$ cat config.mk
export PLATFORM = sky130hd
export DESIGN_NAME = make_depfile_tokenizer_flat
export DESIGN_NICKNAME = d
export VERILOG_FILES = /design/src/design/mdt_pkg.sv /design/src/design/mdt_if.sv /design/src/design/make_depfile_tokenizer.sv /design/src/design/mdt_step.sv /design/src/design/mdt_outq.sv /design/src/flat_wrapper.sv
export SDC_FILE = /design/constraint.sdc
export NUM_CORES = 1
export LEC_CHECK = 0
export ABC_AREA = 1
export BUFFER_PORTS_ARGS = -buffer_cell sky130_fd_sc_hd__buf_2
export CORE_MARGIN = 3
export CORE_UTILIZATION = 25
export CTS_CLUSTER_DIAMETER = 80
export DETAILED_ROUTE_END_ITERATION = 10
export PLACE_DENSITY_LB_ADDON = 0.05
export SETUP_SLACK_MARGIN = 0.2
export SLEW_MARGIN = 5
export SYNTH_ARGS = -nofsm -noshare
export SYNTH_HDL_FRONTEND = slang
export SYNTH_SLANG_ARGS = --single-unit
$ cat constraint.sdc
create_clock -name clk_i -period 31 [get_ports clk_i]
set_input_delay 4.65 -clock clk_i [delete_from_list [all_inputs] [get_ports clk_i]]
set_output_delay 4.65 -clock clk_i [all_outputs]
set_load 0.03 [all_outputs]
$ cat src/design/mdt_pkg.sv
// ----------------------------------------------------------------------------
// mdt_pkg: shared types and constants for the depfile tokenizer
// Character codes, phase and status codes, the result word and the
// architectural state record.
// ----------------------------------------------------------------------------
`default_nettype none

package mdt_pkg;

  // Most result words one input byte can cause
  localparam int unsigned MaxRes = 3;
  localparam int unsigned CntW   = $clog2(MaxRes + 1);
  localparam int unsigned RdW    = $clog2(MaxRes);

  localparam logic [7:0] CH_COLON  = 8'h3A;
  localparam logic [7:0] CH_DOLLAR = 8'h24;
  localparam logic [7:0] CH_BSLASH = 8'h5C;
  localparam logic [7:0] CH_LF     = 8'h0A;
  localparam logic [7:0] CH_CR     = 8'h0D;
  localparam logic [7:0] CH_SPACE  = 8'h20;
  localparam logic [7:0] CH_TAB    = 8'h09;
  localparam logic [7:0] CH_NUL    = 8'h00;

  typedef enum logic {
    PH_SEEK,
    PH_SCAN
  } mdt_phase_e;

  typedef enum logic [1:0] {
    ST_RUN      = 2'd0,
    ST_OK       = 2'd1,
    ST_NO_COLON = 2'd2
  } mdt_status_e;

  typedef struct packed {
    logic [7:0]  out_byte;
    logic        has_byte;
    logic        token_end;
    mdt_status_e status;
    logic        last_of_run;
  } mdt_res_t;

  typedef struct packed {
    mdt_phase_e  phase;
    logic [7:0]  held0;
    logic [7:0]  held1;
    logic [1:0]  held_cnt;
    logic        in_name;
    logic        stopped;
  } mdt_state_t;

endpackage

`default_nettype wire

$ cat src/design/mdt_if.sv
// ----------------------------------------------------------------------------
// mdt_in_if / mdt_out_if: valid/ready channels of the depfile tokenizer
// Input channel carries text bytes, output channel carries result words.
// ----------------------------------------------------------------------------
`default_nettype none

interface mdt_in_if;
  logic       valid;
  logic       ready;
  logic [7:0] in_byte;
  logic       is_last;

  modport source (output valid, output in_byte, output is_last, input ready);
  modport sink   (input valid, input in_byte, input is_last, output ready);
endinterface

interface mdt_out_if;
  logic       valid;
  logic       ready;
  logic [7:0] out_byte;
  logic       has_byte;
  logic       token_end;
  logic [1:0] status;
  logic       last_of_run;

  modport source (output valid, output out_byte, output has_byte, output token_end,
                  output status, output last_of_run, input ready);
  modport sink   (input valid, input out_byte, input has_byte, input token_end,
                  input status, input last_of_run, output ready);
endinterface

`default_nettype wire

$ cat src/design/make_depfile_tokenizer.sv
// ----------------------------------------------------------------------------
// make_depfile_tokenizer: prerequisite tokenizer for make-style depfiles
// Skips the target up to the first colon followed by whitespace, then emits
// prerequisite name bytes and name-end marks.
// ----------------------------------------------------------------------------
// Usage:
//   in_i  : one text word per handshake (in_byte, is_last). A zero byte or
//           is_last ends the text; afterwards words are taken and dropped
//           until reset.
//   out_o : result words (out_byte/has_byte, token_end, status, last_of_run).
//           Each input word causes 0 to 3 result words; last_of_run flags the
//           final one, status is set only on the final word of the text.
// Latency: the first result of a word is valid the cycle after acceptance.
// Throughput: one input word per cycle while each causes at most one result
//   and out_o.ready is high; a word with more results holds the input until
//   the single result register has drained it, one word per handshake.
// Up to two bytes are held as lookahead inside the state register.
// Reset: seek-colon phase, no held bytes, output empty.
// Stall: while out_o.ready is low the current result holds and in_i.ready
//   is low as long as any result word is held.
// ----------------------------------------------------------------------------
`default_nettype none

module make_depfile_tokenizer import mdt_pkg::*; (
  input  logic      clk_i,
  input  logic      rst_ni,
  mdt_in_if.sink    in_i,
  mdt_out_if.source out_o
);

  mdt_state_t            state_q;
  mdt_state_t            state_d;
  mdt_res_t [MaxRes-1:0] step_res;
  logic [CntW-1:0]       step_cnt;
  logic                  can_load;
  logic                  in_fire;
  logic                  ends;

  assign in_i.ready = can_load;
  assign in_fire    = in_i.valid && in_i.ready;
  assign ends       = (in_i.in_byte == CH_NUL) || in_i.is_last;

  mdt_step u_step (
    .state_i   (state_q),
    .in_byte_i (in_i.in_byte),
    .is_last_i (in_i.is_last),
    .state_o   (state_d),
    .res_o     (step_res),
    .cnt_o     (step_cnt)
  );

  always_ff @(posedge clk_i or negedge rst_ni) begin
    if (!rst_ni) begin
      state_q <= '{phase: PH_SEEK, held0: 8'h00, held1: 8'h00, held_cnt: 2'd0,
                   in_name: 1'b0, stopped: 1'b0};
    end else if (in_fire) begin
      state_q <= state_d;
    end
  end

  mdt_outq u_outq (
    .clk_i      (clk_i),
    .rst_ni     (rst_ni),
    .load_i     (in_fire),
    .res_i      (step_res),
    .cnt_i      (step_cnt),
    .can_load_o (can_load),
    .out_o      (out_o)
  );

  // stopped block swallows words silently
  a_stopped_quiet: assert property (@(posedge clk_i) disable iff (!rst_ni)
    (in_fire && state_q.stopped) |-> (step_cnt == '0))
    else $error("results produced after end of text");

  // end of text always yields at least the status word
  a_end_has_result: assert property (@(posedge clk_i) disable iff (!rst_ni)
    (in_fire && !state_q.stopped && ends) |-> (step_cnt != '0))
    else $error("end of text produced no result");

  a_end_stops: assert property (@(posedge clk_i) disable iff (!rst_ni)
    (in_fire && ends) |=> state_q.stopped)
    else $error("block did not stop after end of text");

  a_held_range: assert property (@(posedge clk_i) disable iff (!rst_ni)
    in_fire |=> (state_q.held_cnt != 2'd3))
    else $error("held byte count out of range");

endmodule

`default_nettype wire

$ cat src/design/mdt_step.sv
// ----------------------------------------------------------------------------
// mdt_step: next-state and result logic for one text byte
// Builds the lookahead window from the held bytes and the new byte, decides
// up to three window positions in sequence and gathers the result words.
// ----------------------------------------------------------------------------
`default_nettype none

module mdt_step import mdt_pkg::*; (
  input  mdt_state_t                state_i,
  input  logic [7:0]                in_byte_i,
  input  logic                      is_last_i,
  output mdt_state_t                state_o,
  output mdt_res_t [MaxRes-1:0]     res_o,
  output logic [CntW-1:0]           cnt_o
);

  typedef struct packed {
    logic [1:0] used;
    logic       emit;
    logic       has;
    logic [7:0] byte_v;
    logic       tend;
    mdt_phase_e phase;
    logic       in_name;
  } dec_t;

  function automatic logic is_ws(logic [7:0] c);
    return (c == CH_SPACE) || ((c >= CH_TAB) && (c <= CH_CR));
  endfunction

  function automatic mdt_res_t mk_res(logic has, logic [7:0] b, logic tend);
    mdt_res_t r;
    r             = '0;
    r.out_byte    = has ? b : 8'h00;
    r.has_byte    = has;
    r.token_end   = tend;
    r.status      = ST_RUN;
    return r;
  endfunction

  // Decide one byte; used == 0 means more lookahead is needed
  function automatic dec_t decide(mdt_phase_e ph, logic inn, logic [7:0] b0,
                                  logic [7:0] b1, logic k1, logic [7:0] b2, logic k2);
    dec_t d;
    logic n;
    logic done;
    d         = '0;
    d.phase   = ph;
    d.in_name = inn;
    n         = inn;
    done      = 1'b0;
    if (ph == PH_SEEK) begin
      if (b0 != CH_COLON) begin
        d.used = 2'd1;
      end else if (k1) begin
        d.used = 2'd1;
        if (is_ws(b1)) begin
          d.phase   = PH_SCAN;
          d.in_name = 1'b0;
        end
      end
    end else begin
      if (!n) begin
        if (is_ws(b0)) begin
          d.used = 2'd1;
          done   = 1'b1;
        end else if (b0 == CH_BSLASH) begin
          if (!k1) begin
            done = 1'b1;
          end else if (b1 == CH_LF) begin
            d.used = 2'd2;
            done   = 1'b1;
          end else if (b1 == CH_CR) begin
            if (!k2) begin
              done = 1'b1;
            end else if (b2 == CH_LF) begin
              d.used = 2'd3;
              done   = 1'b1;
            end
          end
        end
        if (!done) n = 1'b1;
      end
      if (!done) begin
        if (is_ws(b0)) begin
          d.emit = 1'b1; d.tend = 1'b1; n = 1'b0; d.used = 2'd1;
        end else if (b0 == CH_BSLASH) begin
          if (!k1) begin
            d.used = 2'd0;
          end else if (b1 == CH_NUL) begin
            // backslash right before end of text is a plain name byte
            d.emit = 1'b1; d.has = 1'b1; d.byte_v = CH_BSLASH; d.used = 2'd1;
          end else if (b1 == CH_LF) begin
            d.emit = 1'b1; d.tend = 1'b1; n = 1'b0; d.used = 2'd2;
          end else if (((b1 == CH_CR) || (b1 == CH_DOLLAR)) && !k2) begin
            d.used = 2'd0;
          end else if ((b1 == CH_CR) && (b2 == CH_LF)) begin
            d.emit = 1'b1; d.tend = 1'b1; n = 1'b0; d.used = 2'd3;
          end else if ((b1 == CH_DOLLAR) && (b2 == CH_DOLLAR)) begin
            d.emit = 1'b1; d.has = 1'b1; d.byte_v = CH_DOLLAR; d.used = 2'd3;
          end else begin
            d.emit = 1'b1; d.has = 1'b1; d.byte_v = b1; d.used = 2'd2;
          end
        end else if (b0 == CH_DOLLAR) begin
          if (k1) begin
            d.emit   = 1'b1;
            d.has    = 1'b1;
            d.byte_v = CH_DOLLAR;
            d.used   = (b1 == CH_DOLLAR) ? 2'd2 : 2'd1;
          end
        end else begin
          d.emit = 1'b1; d.has = 1'b1; d.byte_v = b0; d.used = 2'd1;
        end
      end
      d.in_name = n;
    end
    return d;
  endfunction

  logic [7:0]      w   [4];
  logic [7:0]      lw  [8];
  logic [7:0]      lk;
  logic [1:0]      hc;
  logic [2:0]      wn;
  logic            wend;
  logic [2:0]      pos;
  logic [2:0]      p1;
  logic [2:0]      p2;
  logic [2:0]      rem;
  logic            brk;
  mdt_phase_e      ph;
  logic            inn;
  dec_t            d;
  logic [CntW-1:0] cnt;
  mdt_res_t [MaxRes-1:0] res;
  mdt_status_e     st;

  always_comb begin
    w[0] = state_i.held0;
    w[1] = state_i.held1;
    w[2] = 8'h00;
    w[3] = 8'h00;
    hc   = (state_i.held_cnt > 2'd2) ? 2'd2 : state_i.held_cnt;
    wn   = {1'b0, hc};
    if (in_byte_i != CH_NUL) begin
      w[hc] = in_byte_i;
      wn    = {1'b0, hc} + 3'd1;
    end
    wend = (in_byte_i == CH_NUL) || is_last_i;

    // window with end-of-text lookahead: known past the end reads as zero
    for (int j = 0; j < 8; j++) begin
      lw[j] = ((j < 4) && (3'(j) < wn)) ? w[j[1:0]] : 8'h00;
      lk[j] = (3'(j) < wn) || wend;
    end

    ph   = state_i.phase;
    inn  = state_i.in_name;
    pos  = 3'd0;
    brk  = 1'b0;
    cnt  = '0;
    res  = '0;
    p1   = 3'd0;
    p2   = 3'd0;
    d    = '0;

    for (int i = 0; i < 3; i++) begin
      if (!brk && (pos < wn)) begin
        p1 = pos + 3'd1;
        p2 = pos + 3'd2;
        d  = decide(ph, inn, w[pos[1:0]], lw[p1], lk[p1], lw[p2], lk[p2]);
        ph  = d.phase;
        inn = d.in_name;
        if (d.emit && (cnt < CntW'(MaxRes))) begin
          res[cnt[RdW-1:0]] = mk_res(d.has, d.byte_v, d.tend);
          cnt = cnt + 1'b1;
        end
        if (d.used == 2'd0) begin
          brk = 1'b1;
        end else begin
          pos = pos + {1'b0, d.used};
          if (pos > wn) pos = wn;
        end
      end
    end

    state_o          = state_i;
    state_o.phase    = ph;
    state_o.in_name  = inn;
    rem              = wn - pos;
    state_o.held_cnt = (rem > 3'd2) ? 2'd2 : rem[1:0];
    state_o.held0    = (rem > 3'd0) ? lw[pos] : 8'h00;
    state_o.held1    = (rem > 3'd1) ? lw[pos + 3'd1] : 8'h00;

    st = ST_OK;
    if (wend) begin
      if (ph == PH_SEEK) begin
        st = ST_NO_COLON;
      end else if (inn && (cnt < CntW'(MaxRes))) begin
        res[cnt[RdW-1:0]] = mk_res(1'b0, 8'h00, 1'b1);
        cnt = cnt + 1'b1;
      end
      if (cnt == '0) begin
        res[0] = mk_res(1'b0, 8'h00, 1'b0);
        cnt    = CntW'(1);
      end
      res[RdW'(cnt - 1'b1)].status = st;
      state_o.in_name  = 1'b0;
      state_o.stopped  = 1'b1;
      state_o.held_cnt = 2'd0;
      state_o.held0    = 8'h00;
      state_o.held1    = 8'h00;
    end
    if (cnt != '0) res[RdW'(cnt - 1'b1)].last_of_run = 1'b1;

    // once stopped, bytes are swallowed without effect
    if (state_i.stopped) begin
      state_o = state_i;
      cnt     = '0;
    end
    res_o = res;
    cnt_o = cnt;
  end

endmodule

`default_nettype wire

$ cat src/design/mdt_outq.sv
// ----------------------------------------------------------------------------
// mdt_outq: result register and serializer
// Holds the result words of one input byte and hands them out one per
// output handshake; reloads in the cycle the last word leaves.
// ----------------------------------------------------------------------------
`default_nettype none

module mdt_outq import mdt_pkg::*; (
  input  logic                  clk_i,
  input  logic                  rst_ni,
  input  logic                  load_i,
  input  mdt_res_t [MaxRes-1:0] res_i,
  input  logic [CntW-1:0]       cnt_i,
  output logic                  can_load_o,
  mdt_out_if.source             out_o
);

  mdt_res_t [MaxRes-1:0] res_q;
  logic [RdW-1:0]        rd_q;
  logic [CntW-1:0]       remain_q;
  logic                  fire;
  mdt_res_t              cur;

  assign fire       = out_o.valid && out_o.ready;
  assign can_load_o = (remain_q == '0) || ((remain_q == CntW'(1)) && out_o.ready);

  always_ff @(posedge clk_i or negedge rst_ni) begin
    if (!rst_ni) begin
      rd_q     <= '0;
      remain_q <= '0;
    end else if (load_i) begin
      rd_q     <= '0;
      remain_q <= cnt_i;
    end else if (fire) begin
      rd_q     <= rd_q + 1'b1;
      remain_q <= remain_q - 1'b1;
    end
  end

  always_ff @(posedge clk_i) begin
    if (load_i) res_q <= res_i;
  end

  assign cur               = res_q[rd_q];
  assign out_o.valid       = (remain_q != '0);
  assign out_o.out_byte    = cur.out_byte;
  assign out_o.has_byte    = cur.has_byte;
  assign out_o.token_end   = cur.token_end;
  assign out_o.status      = cur.status;
  assign out_o.last_of_run = cur.last_of_run;

endmodule

`default_nettype wire
$ cat src/flat_wrapper.sv
// flat-port wrapper written by rule: the top's interface ports become plain ports
module make_depfile_tokenizer_flat import mdt_pkg::*;
  (clk_i, rst_ni, in_i_valid, in_i_in_byte, in_i_is_last, in_i_ready, out_o_valid, out_o_out_byte, out_o_has_byte, out_o_token_end, out_o_status, out_o_last_of_run, out_o_ready);
  mdt_in_if in_i_i ();
  mdt_out_if out_o_i ();
  input  logic clk_i;
  input  logic rst_ni;
  input wire logic [$bits(in_i_i.valid)-1:0] in_i_valid;
  input wire logic [$bits(in_i_i.in_byte)-1:0] in_i_in_byte;
  input wire logic [$bits(in_i_i.is_last)-1:0] in_i_is_last;
  output wire logic [$bits(in_i_i.ready)-1:0] in_i_ready;
  output wire logic [$bits(out_o_i.valid)-1:0] out_o_valid;
  output wire logic [$bits(out_o_i.out_byte)-1:0] out_o_out_byte;
  output wire logic [$bits(out_o_i.has_byte)-1:0] out_o_has_byte;
  output wire logic [$bits(out_o_i.token_end)-1:0] out_o_token_end;
  output wire logic [$bits(out_o_i.status)-1:0] out_o_status;
  output wire logic [$bits(out_o_i.last_of_run)-1:0] out_o_last_of_run;
  input wire logic [$bits(out_o_i.ready)-1:0] out_o_ready;
  assign in_i_i.valid = in_i_valid;
  assign in_i_i.in_byte = in_i_in_byte;
  assign in_i_i.is_last = in_i_is_last;
  assign in_i_ready = in_i_i.ready;
  assign out_o_valid = out_o_i.valid;
  assign out_o_out_byte = out_o_i.out_byte;
  assign out_o_has_byte = out_o_i.has_byte;
  assign out_o_token_end = out_o_i.token_end;
  assign out_o_status = out_o_i.status;
  assign out_o_last_of_run = out_o_i.last_of_run;
  assign out_o_i.ready = out_o_ready;
  make_depfile_tokenizer u_core (.clk_i(clk_i), .rst_ni(rst_ni), .in_i(in_i_i), .out_o(out_o_i));
endmodule
==> reports/metrics.cfg, run 1 <==
[detailed_routing]
dr_wl_met3_mm=1.449
wl_met2_mm=19.53
drc=0
first_pass_iters=6
drt-wirelength-per-cell_um=21.53
viasPerCell=5.070
wirelength_met1_mm=19.09
dr_total_vias=9857
ant_nets=0
drt_iter0_markers=769
top_layer=met4
finalWirelength_mm=41.85

[sta]
relSlewSlack=0.3672
fin_hold_ws_ns=0.4735
period_needed_ns=18.82
finalHoldViolCount=0
fin_crit_sh=0.6070
skew_ns=0.01674
tightest_slew_ns=0.9459
rsz0062_at_grt=false
tns_ns=0
drv_slew=0
setup_viol=0
timing.fmax_mhz=53.14

[grt]
grt_pass1_vias=9574
grt_max_degree=41
grt_first_pass_wirelength_mm=62.22
grt-ovfl-total=0
grt_use_total=0.2138
grt_antenna_before_repair=0

[finish]
drive_gt1_frac=0.1578
final_cell_count_no_fill=1944
diodes=0
fin_util=0.2745
nNetsFinal=1517
syn2layout_area_growth_pct=7.300
fillCellCount=4126

[clock_tree]
cts-htree-levels=3
cts-buffers-inserted=9
clock_path_buffers=2
cts.sinks=64
postCtsHoldBufs=0
clk-insertion-delay-late_ns=0.37
postCtsSetupRepairBufs=0
clk_pin_slew_ns=0.06
cts-root-buf=clkbuf_16
cts_tree=built
cts_resized=0

[worst_setup_path]
crit_type=input pin to register
cp.depth=80
critPathRequiredTime_ns=31.30
slowest_stage=nor2_2
worst_r2r_path_depth=74
path_buf_inv=14
cpMostUsedCell=nand2_1
crit_path_max_incr_delay_ns=0.52
worstPathMaxFanout=35
critPathTopFamily=simple AND/OR/NAND/NOR gates
setup.worst_path.start_class=input pin
critPathCaptureType=register
critPathArrivalTime_ns=19.12

[placed_design]
placedCellCount=1928
place_congestion=0.9310
portBuffers=27
place_hpwl_mm=34.01

[floorplanning]
die_h_um=197.7
dieArea_sq_um=39080
fp.dieW_um=197.7
coreArea_sq_um=35910
initial_core_util=0.2558
fp-row-count=69
num_io_pins=28

[logic_synthesis]
ys_seq_elements=64
yosysTopAreaCell=nand2_1
synth.yosys.warnings=0
synth_common_cells=nand2_1 (426), nand3_1 (181), inv_1 (160), nor2_1 (152), nand2_2 (53)
yosys_most_used_dff=edfxtp_1
avgSynthCellArea_sq_um=6.215
synth_cells=1478
ys_types=68
synthTopCellsByArea=nand2_1 (17%), edfxtp_1 (13%), nand3_1 (9.9%), dfrtp_1 (6.8%), inv_1 (6.5%)
synth_area_sq_um=9186
synth-async-reset-ratio=0.3906
synth.most_common_cell=nand2_1
synth_edf_count=39
seq_area_frac_synth=0.1956
synth_top_area_frac=0.1741

[min_path]
whs_path_depth=1
hold_class=register to register

[run]
max_cap_violations=0

[outcome]
outcome=completed

[final cells by class]
type / instances / area, sq um / share of cell area
inverter: 188 / 726.9 / 0.07375
clock inverter: 7 / 95.09 / 0.009647
timing repair buffer: 37 / 210.2 / 0.02133
clock buffer: 9 / 225.2 / 0.02285
tap: 461 / 576.8 / 0.05852
multi-input combinational: 1178 / 6226 / 0.6316
sequential: 64 / 1797 / 0.1823
[path summary, 6_finish.rpt]
kind                              startpoint                 end  slack [ns]
max                          in_i_in_byte[4]   u_core.state_q[8]       12.18
min                        u_core.state_q[0]   u_core.state_q[0]        0.47
max reg2reg                u_core.state_q[3]   u_core.state_q[8]       16.20
min reg2reg                u_core.state_q[0]   u_core.state_q[0]        0.47
max in group asynchronous             rst_ni  u_core.state_q[13]       26.20
min in group asynchronous             rst_ni   u_core.state_q[1]        4.32
[registers in the layout, summed over array words and instances (netlist names)]
signal,count
u_core.u_outq.res_q,39
u_core.u_outq.remain_q,2
u_core.u_outq.rd_q,2
u_core.state_q,21
[layout by cell type, fill, tap and decap left out, types with 27 or more instances in the layout]
cell type / synthesis / layout
a21oi_1: 37 / 37
buf_2: 3 / 27
edfxtp_1: 39 / 39
inv_1: 160 / 160
nand2_1: 426 / 426
nand2_2: 53 / 53
nand3_1: 181 / 181
nand4_1: 37 / 37
nor2_1: 152 / 152
o21ai_0: 52 / 52
o21ai_1: 31 / 31
[metrics by stage]
stage	worst slack, ns	cell area, sq um
3_5_place_dp	12.01	9537
5_1_grt	10.98	9857
2_1_floorplan	15.51	9194
3_3_place_gp	11.90	9537
4_1_cts	12.37	9857
6_report	12.18	9857
[cells by family (layout without fill, tap and decap cells)]
logic type               Yosys count  after routing  share of synthesized area
other                              1              3                  0.0004082
flip-flops                        64             64                     0.1956
buffers and inverters            238            241                     0.1276
XOR/XNOR                           2              2                   0.002725
AND/OR/NAND/NOR                  958            958                     0.5044
adder cells (fa/ha/maj)           26             26                    0.03787
AO/OA/AOI/OAI                    189            189                     0.1314
[per-layer routing]
layer	global-route usage	vias to the layer above
met5	0	-
met4	0.08755	0
met3	0.02501	74
met2	0.3575	254
met1	0.2810	4674
li1	-	4855
Power of run 1 is not shown: default switching activity piles up to over one toggle a cycle in this logic, so the estimate is an artifact.
==> run 2, diff against run 1 <==
Clock period 31 ns to 17.9 ns, I/O delays scaled along.
==> reports/metrics.cfg, run 2 (synthesis gave the netlist of run 1 again) <==
[outcome]
outcome=completed  ; unchanged

[detailed_routing]
drt_iter0_markers=711  ; was 769
viasPerCell=5.027  ; was 5.070
drc=0  ; unchanged
first_pass_iters=5  ; was 6
drt-wirelength-per-cell_um=21.47  ; was 21.53 um
ant_nets=0  ; unchanged
finalWirelength_mm=41.76  ; was 41.85 mm
dr_total_vias=9777  ; was 9857

[sta]
fin_hold_ws_ns=0.4751  ; was 0.4735 ns
tns_ns=0  ; unchanged
rsz0062_at_grt=false  ; unchanged
period_needed_ns=16.23
fin_crit_sh=0.9070
skew_ns=0.01319  ; was 0.01674 ns
drv_slew=0  ; unchanged
finalHoldViolCount=0  ; unchanged
timing.fmax_mhz=61.60
setup_viol=0  ; unchanged
tightest_slew_ns=1.018  ; was 0.9459 ns
relSlewSlack=0.3192  ; was 0.3672

[finish]
final_area_sq_um=9868  ; was 9857 sq um
fin_util=0.2748  ; was 0.2745
largest_reg_flops=39  ; unchanged
diodes=0  ; unchanged
drive_gt1_frac=0.1584  ; was 0.1578
largest-register=u_core.u_outq.res_q  ; unchanged
nNetsFinal=1518  ; was 1517
final_cell_mix=nand2_1 (426), nand3_1 (181), inv_1 (160)  ; unchanged
layout_commonest_cell=nand2_1  ; unchanged
largest_registers=u_core.u_outq.res_q x39, u_core.state_q x21  ; unchanged
syn2layout_area_growth_pct=7.423  ; was 7.300%

[clock_tree]
cts.sinks=64  ; unchanged
clk-insertion-delay-late_ns=0.37  ; about the same
clk_pin_slew_ns=0.06  ; about the same
cts-root-buf=clkbuf_16  ; unchanged
clock_path_buffers=2  ; unchanged
postCtsHoldBufs=0  ; unchanged
cts_tree=built  ; unchanged
cts-htree-levels=3  ; unchanged
cts-buffers-inserted=9  ; unchanged

[worst_setup_path]
critPathRequiredTime_ns=18.20  ; was 31.30 ns
crit_path_max_incr_delay_ns=0.47  ; was 0.52 ns
crit_type=input pin to register  ; unchanged
slowest_stage=ha_1  ; was nor2_2
critPathArrivalTime_ns=16.54  ; was 19.12 ns
worstPathMaxFanout=35  ; unchanged
setup.worst_path.start_class=input pin  ; unchanged
critPathCaptureType=register  ; unchanged
cpMostUsedCell=nand2_1  ; unchanged

[grt]
grt_antenna_before_repair=1  ; was 0
grt_use_total=0.2140  ; was 0.2138
grt_first_pass_wirelength_mm=62.42  ; was 62.22 mm
grt_pass1_vias=9644  ; was 9574
grt-ovfl-total=0  ; unchanged
grt_max_degree=41  ; unchanged

[floorplanning]
coreArea_sq_um=35910  ; unchanged
fp-row-count=69  ; unchanged
num_io_pins=28  ; unchanged
fp.dieW_um=197.7  ; unchanged
initial_core_util=0.2558  ; unchanged
die_h_um=197.7  ; unchanged
dieArea_sq_um=39080  ; unchanged

[placed_design]
place_congestion=0.9399  ; was 0.9310
portBuffers=27  ; unchanged
placed_area_sq_um=9537  ; unchanged
place_hpwl_mm=33.75  ; was 34.01 mm

[min_path]
hold_class=register to register  ; unchanged

[run]
max_cap_violations=0  ; unchanged

## run 2: cell types whose count changed in the layout (fill, tap and decap cells not counted)
cell | previous run | this run
nor2_4 | 13 | 14
## run 2: repair_timing
item,CTS,global route
resized for setup,0,1
buffers inserted,0,0
endpoints found under the setup margin,0,17
## run 2: final cells by class
type	count	area [sq um]
Clock buffer	9	225.2
Clock inverter	7	95.09
Fill cell	4165	26050
Inverter	188	726.9
Multi-Input combinational cell	1179	6237
Sequential cell	64	1797
Tap cell	461	576.8
Timing Repair Buffer	37	210.2
## run 2: final timing paths
path | from | to | slack (ns) | cells past startpoint
max in group asynchronous | rst_ni | u_core.state_q[13] | 15.06 | 1
max | in_i_in_byte[3] | u_core.state_q[7] | 1.67 | 82
max reg2reg | u_core.state_q[3] | u_core.state_q[7] | 3.63 | 82
min reg2reg | u_core.state_q[0] | u_core.state_q[0] | 0.48 | 1
min in group asynchronous | rst_ni | u_core.u_outq.rd_q[1] | 2.36 | 1
min | u_core.state_q[0] | u_core.state_q[0] | 0.48 | 1
## run 2: worst max-delay path: cells and delay by family
kind	cells	cell delay, ns
buffers and inverters	15	1.69
adder cells (fa/ha/maj)	10	3.21
AO/OA/AOI/OAI	7	1.56
AND/OR/NAND/NOR	50	7.31
## run 2: per-stage QoR
step	worst slack, ns	instances
5_1_grt	0.3771	1945
3_5_place_dp	1.092	1928
6_report	1.665	1945
3_3_place_gp	1.103	1928
4_1_cts	1.464	1944
2_1_floorplan	4.370	1480
## run 2: metal layers
metal  track usage  up-vias  share of wire
li1              -     4859              -
met1        0.2793     4619           0.45
met2        0.3632      236           0.48
met3       0.02569       61          0.033
met4       0.07995        2          0.037
met5             0        -        0.00031
Power of run 2 is left out for the same reason.
